$ cat src/rtl/core/htok_pkg.sv
// shared types and constants for the http header line tokenizer
// no dependencies

package htok_pkg;

    localparam int unsigned MAX_LEN_W = 18;
    localparam logic [MAX_LEN_W-1:0] MAX_LEN_RESET = 18'd255000;

    localparam logic [7:0] CH_COLON = 8'h3A;
    localparam logic [7:0] CH_CR    = 8'h0D;
    localparam logic [7:0] CH_LF    = 8'h0A;
    localparam logic [7:0] CH_SPACE = 8'h20;

    typedef enum logic [3:0] {
        ST_START  = 4'd0,
        ST_NAME   = 4'd1,
        ST_COLON  = 4'd2,
        ST_SPACE  = 4'd3,
        ST_VALUE  = 4'd4,
        ST_CR     = 4'd5,
        ST_LF     = 4'd6,
        ST_END_CR = 4'd7,
        ST_DONE   = 4'd8,
        ST_ERROR  = 4'd9
    } parser_state_t;

    typedef enum logic [2:0] {
        TK_SEP   = 3'd0,
        TK_NAME  = 3'd1,
        TK_VALUE = 3'd2,
        TK_LINE  = 3'd3,
        TK_END   = 3'd4,
        TK_ERROR = 3'd5,
        TK_BODY  = 3'd6
    } token_kind_t;

    typedef struct packed {
        logic [7:0] data_byte;
        logic       new_request;
    } in_item_t;

    typedef struct packed {
        token_kind_t token_kind;
        logic [7:0]  byte_out;
    } result_t;

endpackage

$ cat src/rtl/core/http_header_line_tokenizer_unit.sv
// HTTP header tokenizer: one token per accepted byte, one byte per cycle
// with no stalls downstream; a byte is registered in htok_in_reg, its
// token in htok_out_reg. The rate is set by the parser state register,
// updated on each accepted byte; max_len_reg is set via cfg_we / cfg_wdata.
// depends on htok_pkg, htok_in_reg, htok_parser, htok_out_reg

module http_header_line_tokenizer_unit
    import htok_pkg::*;
(
    input  logic                 aclk,
    input  logic                 aresetn,
    input  logic                 cfg_we,
    input  logic [MAX_LEN_W-1:0] cfg_wdata,
    input  logic                 s_valid,
    output logic                 s_ready,
    input  logic [7:0]           s_data_byte,
    input  logic                 s_new_request,
    output logic                 m_valid,
    input  logic                 m_ready,
    output logic [2:0]           m_token_kind,
    output logic [7:0]           m_byte_out
);

    in_item_t s_item;
    in_item_t item;
    logic     item_valid;
    logic     can_load;
    logic     advance;
    result_t  result;
    result_t  m_result;

    assign s_item.data_byte   = s_data_byte;
    assign s_item.new_request = s_new_request;
    assign advance            = item_valid && can_load;
    assign m_token_kind       = m_result.token_kind;
    assign m_byte_out         = m_result.byte_out;

    htok_in_reg u_in_reg (
        .aclk       (aclk),
        .aresetn    (aresetn),
        .s_valid    (s_valid),
        .s_ready    (s_ready),
        .s_item     (s_item),
        .advance    (advance),
        .item_valid (item_valid),
        .item       (item)
    );

    htok_parser u_parser (
        .aclk      (aclk),
        .aresetn   (aresetn),
        .cfg_we    (cfg_we),
        .cfg_wdata (cfg_wdata),
        .advance   (advance),
        .item      (item),
        .result    (result)
    );

    htok_out_reg u_out_reg (
        .aclk     (aclk),
        .aresetn  (aresetn),
        .load     (advance),
        .result   (result),
        .can_load (can_load),
        .m_valid  (m_valid),
        .m_ready  (m_ready),
        .m_result (m_result)
    );

endmodule

$ cat src/rtl/core/htok_in_reg.sv
// input register stage: holds one accepted byte until the parser takes it
// depends on htok_pkg

module htok_in_reg
    import htok_pkg::*;
(
    input  logic     aclk,
    input  logic     aresetn,
    input  logic     s_valid,
    output logic     s_ready,
    input  in_item_t s_item,
    input  logic     advance,
    output logic     item_valid,
    output in_item_t item
);

    logic     valid_reg;
    logic     valid_next;
    in_item_t item_reg;

    assign s_ready    = !valid_reg || advance;
    assign item_valid = valid_reg;
    assign item       = item_reg;

    always_comb begin
        valid_next = valid_reg;
        if (s_valid && s_ready) begin
            valid_next = 1'b1;
        end else if (advance) begin
            valid_next = 1'b0;
        end
    end

    always_ff @(posedge aclk) begin
        if (!aresetn) begin
            valid_reg <= 1'b0;
        end else begin
            valid_reg <= valid_next;
        end
    end

    always_ff @(posedge aclk) begin
        if (s_valid && s_ready) begin
            item_reg <= s_item;
        end
    end

endmodule

$ cat src/rtl/core/htok_parser.sv
// parser state, value offset and length limit, with the per-byte decode
// depends on htok_pkg

module htok_parser
    import htok_pkg::*;
(
    input  logic                 aclk,
    input  logic                 aresetn,
    input  logic                 cfg_we,
    input  logic [MAX_LEN_W-1:0] cfg_wdata,
    input  logic                 advance,
    input  in_item_t             item,
    output result_t              result
);

    parser_state_t        state_reg;
    parser_state_t        state_next;
    parser_state_t        cur_state;
    logic [MAX_LEN_W-1:0] offset_reg;
    logic [MAX_LEN_W-1:0] offset_next;
    logic [MAX_LEN_W-1:0] cur_offset;
    logic [MAX_LEN_W-1:0] max_len_reg;
    logic [7:0]           b;
    logic                 room;

    assign b          = item.data_byte;
    assign cur_state  = item.new_request ? ST_START : state_reg;
    assign cur_offset = item.new_request ? '0 : offset_reg;
    assign room       = cur_offset < max_len_reg;

    // next state
    always_comb begin
        state_next = ST_ERROR;
        case (cur_state)
            ST_START: begin
                state_next = (b inside {CH_CR, CH_LF}) ? ST_START : ST_NAME;
            end
            ST_NAME: begin
                if (b == CH_COLON) begin
                    state_next = ST_COLON;
                end else if (!(b inside {CH_CR, CH_LF})) begin
                    state_next = ST_NAME;
                end
            end
            ST_COLON: begin
                if (b == CH_SPACE) begin
                    state_next = ST_SPACE;
                end
            end
            ST_SPACE: begin
                state_next = ST_VALUE;
            end
            ST_VALUE: begin
                if (b == CH_CR) begin
                    state_next = ST_CR;
                end else if (room) begin
                    state_next = ST_VALUE;
                end
            end
            ST_CR: begin
                if (b == CH_LF) begin
                    state_next = ST_LF;
                end
            end
            ST_LF: begin
                state_next = (b == CH_CR) ? ST_END_CR : ST_NAME;
            end
            ST_END_CR: begin
                if (b == CH_LF) begin
                    state_next = ST_DONE;
                end
            end
            ST_DONE: begin
                state_next = ST_DONE;
            end
            default: begin
                state_next = ST_ERROR;
            end
        endcase
    end

    // token kind and echoed byte
    always_comb begin
        result.token_kind = TK_ERROR;
        result.byte_out   = '0;
        case (cur_state)
            ST_START: begin
                if (b inside {CH_CR, CH_LF}) begin
                    result.token_kind = TK_SEP;
                end else begin
                    result.token_kind = TK_NAME;
                    result.byte_out   = b;
                end
            end
            ST_NAME: begin
                if (b == CH_COLON) begin
                    result.token_kind = TK_SEP;
                end else if (!(b inside {CH_CR, CH_LF})) begin
                    result.token_kind = TK_NAME;
                    result.byte_out   = b;
                end
            end
            ST_COLON: begin
                if (b == CH_SPACE) begin
                    result.token_kind = TK_SEP;
                end
            end
            ST_SPACE: begin
                result.token_kind = TK_VALUE;
                result.byte_out   = b;
            end
            ST_VALUE: begin
                if (b == CH_CR) begin
                    result.token_kind = TK_SEP;
                end else if (room) begin
                    result.token_kind = TK_VALUE;
                    result.byte_out   = b;
                end
            end
            ST_CR: begin
                if (b == CH_LF) begin
                    result.token_kind = TK_LINE;
                end
            end
            ST_LF: begin
                if (b == CH_CR) begin
                    result.token_kind = TK_SEP;
                end else begin
                    result.token_kind = TK_NAME;
                    result.byte_out   = b;
                end
            end
            ST_END_CR: begin
                if (b == CH_LF) begin
                    result.token_kind = TK_END;
                end
            end
            ST_DONE: begin
                result.token_kind = TK_BODY;
                result.byte_out   = b;
            end
            default: begin
                result.token_kind = TK_ERROR;
            end
        endcase
    end

    // value offset
    always_comb begin
        offset_next = cur_offset;
        if (cur_state == ST_SPACE) begin
            offset_next = '0;
        end else if (cur_state == ST_VALUE && b != CH_CR && room) begin
            offset_next = cur_offset + MAX_LEN_W'(1);
        end
    end

    always_ff @(posedge aclk) begin
        if (!aresetn) begin
            state_reg   <= ST_START;
            offset_reg  <= '0;
            max_len_reg <= MAX_LEN_RESET;
        end else begin
            if (advance) begin
                state_reg  <= state_next;
                offset_reg <= offset_next;
            end
            if (cfg_we) begin
                max_len_reg <= cfg_wdata;
            end
        end
    end

endmodule

$ cat src/rtl/core/htok_out_reg.sv
// result register: holds one token until the downstream transfer
// depends on htok_pkg

module htok_out_reg
    import htok_pkg::*;
(
    input  logic    aclk,
    input  logic    aresetn,
    input  logic    load,
    input  result_t result,
    output logic    can_load,
    output logic    m_valid,
    input  logic    m_ready,
    output result_t m_result
);

    logic    valid_reg;
    logic    valid_next;
    result_t result_reg;

    assign can_load = !valid_reg || m_ready;
    assign m_valid  = valid_reg;
    assign m_result = result_reg;

    always_comb begin
        valid_next = valid_reg;
        if (load) begin
            valid_next = 1'b1;
        end else if (m_ready) begin
            valid_next = 1'b0;
        end
    end

    always_ff @(posedge aclk) begin
        if (!aresetn) begin
            valid_reg <= 1'b0;
        end else begin
            valid_reg <= valid_next;
        end
    end

    always_ff @(posedge aclk) begin
        if (load) begin
            result_reg <= result;
        end
    end

endmodule
$ cat config.mk
export PLATFORM = sky130hd
export DESIGN_NAME = http_header_line_tokenizer_unit
export DESIGN_NICKNAME = d
export VERILOG_FILES = /design/src/rtl/core/htok_pkg.sv /design/src/rtl/core/http_header_line_tokenizer_unit.sv /design/src/rtl/core/htok_in_reg.sv /design/src/rtl/core/htok_parser.sv /design/src/rtl/core/htok_out_reg.sv
export SDC_FILE = /design/constraint.sdc
export NUM_CORES = 1
export LEC_CHECK = 0
export ABC_AREA = 1
export BUFFER_PORTS_ARGS = -buffer_cell sky130_fd_sc_hd__buf_2
export CAP_MARGIN = 20
export CORE_MARGIN = 8
export CORE_UTILIZATION = 59
export CTS_CLUSTER_SIZE = 10
export DETAILED_ROUTE_END_ITERATION = 8
export PLACE_DENSITY = 0.82
export SLEW_MARGIN = 30
export SYNTH_ARGS = -nofsm -noshare
export SYNTH_HDL_FRONTEND = slang
export SYNTH_SLANG_ARGS = --single-unit
$ cat constraint.sdc
create_clock -name aclk -period 3 [get_ports aclk]
set_input_delay 0.3 -clock aclk [delete_from_list [all_inputs] [get_ports aclk]]
set_output_delay 0.3 -clock aclk [all_outputs]
set_load 0.01 [all_outputs]
==> flow_summary_export.csv <==
group,metric,value,unit
timing,finalCritPeriodShare,0.8697,
timing,fin_skew,0.01482,ns
layout,mostFrequentLayoutCell,"nand2_1",
worst_setup_path,cp-endpoint,"u_out_reg.m_result[2]",
worst_setup_path,worst_ep_required_time,3.11,ns
detailed_routing,antenna_left,0,
synthesis,ys_warn_count,0,
detailed_routing,vias_per_cell,5.351,
power_and_ir_drop,p_per_area,406.9,nW/um^2
timing,slew_viol_final,0,
worst_setup_path,crit_start,"u_in_reg.item[0]",
layout,antennaDiodeCount,0,
placed_design,hpwl,7360,um
timing,worst_pin_slew,0.7474,ns
synthesis,synthFlopType,"dfxtp_1",
global_route,grt_use_total,0.2072,
placed_design,placed_area,4253,sq um
power_and_ir_drop,clkPwrFrac,0.389,
power_and_ir_drop,combPwrFrac,0.102,
power_and_ir_drop,p_sw_frac,0.2556,
clock_network,path_clk_slew,0.08,ns
floorplan,die_x,98.08,um
layout,n_fill_cell,572,
floorplan,ios,45,
worst_hold_path,hold_path.class,"in2reg",
synthesis,synth-edff-count,20,
status,outcome,"completed",
timing,post-route-min-period,2.609,ns
clock_network,cts_tree,"built",
synthesis,synthTopCellsByArea,"dfxtp_1 (21%), edfxtp_1 (15%), nand2_1 (12%), inv_1 (6.9%), nand3_1 (6.7%)",
timing,hold_viol_final,0,
synthesis,async_flop_share,0,
global_route,antenna_found_initial,0,
worst_setup_path,worst-path-max-fanout,16,
global_route,grt_use_met3,0.03983,
synthesis,yosysSeqAreaShare,0.3626,
layout,drive_gt1_frac,0.1939,
worst_setup_path,cp-start-kind,"flop",
worst_setup_path,regToRegEndpoint,"u_out_reg.m_result[2]",
timing,max_clock_freq,383.3,MHz
worst_setup_path,r2r_cells,12,
floorplan,coreArea,6644,sq um
clock_network,cts_made_buffers,9,
worst_setup_path,r2r-start,"u_in_reg.item[0]",
clock_network,clock_path_buffers,2,
global_route,grt_pass1_wl,16190,um
power_and_ir_drop,finalPower,1.810,mW
synthesis,synth_cell_types,38,
synthesis,synth_area_per_cell,7.389,sq um
placed_design,routabilityCongestion,0.9524,
layout,seq_area,1441,sq um
layout,final_cell_mix,"nand2_1 (122), inv_1 (73), nand3_1 (53), a21oi_1 (52), buf_2 (44)",
clock_network,htreeDepth,3,
run,maxCapViolations,0,
detailed_routing,dr_total_vias,3601,
clock_network,cts_sinks,62,
worst_setup_path,end_kind,"flop",
power_and_ir_drop,peakVddDrop,188.8,uV
timing,slew_headroom,0.5018,
floorplan,die_h,98.08,um
global_route,gr-max-usage-layer,"met2",
placed_design,io_buffers,44,
global_route,grt.overflow.total,0,
clock_network,root_buffer,"clkbuf_8",
synthesis,synth_fp_nets,587,
global_route,met1_usage,0.2373,
global_route,grt_pass1_vias,3484,
detailed_routing,totalWireLength,9909,um
timing,finalSetupViolCount,0,
power_and_ir_drop,p_leak,2.089,nW
synthesis,synth_area_leader_cell,"dfxtp_1",
synthesis,ys_ff_latch,62,
detailed_routing,drt-wirelength-per-cell,14.72,um
clock_network,clkLatencyLatePin,0.34,ns
detailed_routing,drc,0,
power_and_ir_drop,switchingPower,462.7,uW
synthesis,synth_top_area_share,0.2115,
power_and_ir_drop,p_int,1.348,mW
floorplan,die_area,9620,sq um
layout,multi_input_area,2107,sq um
layout,nNetsFinal,637,
power_and_ir_drop,seqPwrFrac,0.509,
global_route,grt_start_max_net_pins,32,
synthesis,syn_inst,538,
worst_setup_path,r2r_setup_slack,0.39,ns
timing,rsz0062_at_grt,"no",
detailed_routing,drt-initial-drc-count,238,
global_route,met2_usage,0.3604,
floorplan,initial_core_util,0.5983,
timing,setup-tns-final,0,ns
detailed_routing,drt-pass1-iter-count,5,
clock_network,cts_resized,0,
worst_setup_path,critical_path_class,"reg2reg",
layout,final_area,4449,sq um
floorplan,row_count,30,
layout,area_delta_synth_final,11.93,%
worst_setup_path,arrival,2.72,ns
synthesis,synthesis.area,3975,sq um
cell usage after synthesis, types with 2 or more instances:
cell and n:
nand4_4 2, a21oi_1 52, nand2_1 122, ha_1 17, edfxtp_1 20, nor3_1 5, inv_1 73, nor4_1 2
nor2_8 4, or2_2 2, nor2_1 40, nor2_4 8, buf_6 3, and2_1 2, nand2_2 7, o21ai_0 24
clkbuf_1 9, dfxtp_1 42, buf_2 3, nor2_2 7, xor2_1 11, nand3_1 53, nand4_1 9, inv_2 7
per-layer routing:
metal | share of wire | up-vias
li1 | - | 1855
met1 | 0.43 | 1600
met2 | 0.50 | 127
met3 | 0.054 | 19
met4 | 0.022 | 0
met5 | 0 | -
timing repair:
action	in CTS	in global routing
hold buffers	0	0
setup buffers	0	2
endpoints found under the setup margin	0	11
through the flow:
step / worst slack, ns / utilization / cells / hold slack (ns)
3_3_place_gp: 0.2248 / 0.6401 / 655 / 0.4542
2_1_floorplan: 0.6157 / - / 538 / 0.3989
4_1_cts: 0.1050 / 0.6674 / 671 / 0.1181
5_1_grt: 0.2015 / 0.6697 / 673 / 0.1194
6_report: 0.3910 / 0.6697 / 673 / 0.1276
3_5_place_dp: 0.1166 / 0.6401 / 655 / 0.4555
how the worst min path moves through the flow:
stage	slack (ns)	to	from	cells past startpoint
after global placement	0.45	u_parser.offset_reg[0]	u_parser.offset_reg[0]	2
after detailed placement	0.46	u_parser.offset_reg[11]	u_parser.offset_reg[11]	2
after CTS	0.12	u_in_reg.item[5]	s_data_byte[4]	1
after floorplan	0.40	u_in_reg.item[0]	s_new_request	0
final	0.13	u_in_reg.item[5]	s_data_byte[4]	1
after global routing	0.12	u_in_reg.item[5]	s_data_byte[4]	1
power groups by stage:
stage | logic (mW) | registers, mW | clock network, mW
detailed placement | 0.178 | 0.943 | 0
finish | 0.185 | 0.921 | 0.705
global placement | 0.172 | 0.942 | 0
floorplan | 0.120 | 0.941 | 0
global route | 0.206 | 0.924 | 0.745
CTS | 0.179 | 0.924 | 0.714
kinds of logic after synthesis:
| logic type | after synthesis | share of synthesized area |
|---|---|---|
| DFF | 62 | 0.3626 |
| xor gates and xnor gates | 11 | 0.02424 |
| adders and majority gates | 17 | 0.05351 |
| and+or+nand+nor | 270 | 0.3465 |
| AOI/OAI and AO/OA | 80 | 0.1058 |
| buffers and inverters | 98 | 0.1073 |
final cells by class:
| class | instances | area share |
|---|---|---|
| Multi-Input combinational cell | 378 | 0.4736 |
| Sequential cell | 62 | 0.3240 |
| Timing Repair Buffer | 56 | 0.06974 |
| Inverter | 81 | 0.06946 |
| Clock buffer | 11 | 0.02953 |
| Tap cell | 80 | 0.02250 |
| Clock inverter | 5 | 0.01125 |
worst max-delay path: stages, from the launching register on:
cell and delay [ns]:
edfxtp_1 0.37, buf_4 0.17, inv_6 0.06, nand2_1 0.09, inv_1 0.06, ha_1 0.29
nand2_1 0.09, nor3_2 0.41, nand4_4 0.22, nand4_4 0.28, o2111ai_2 0.18, nand3_1 0.11
inv_1 0.05
(Power assumes the default switching activity.)
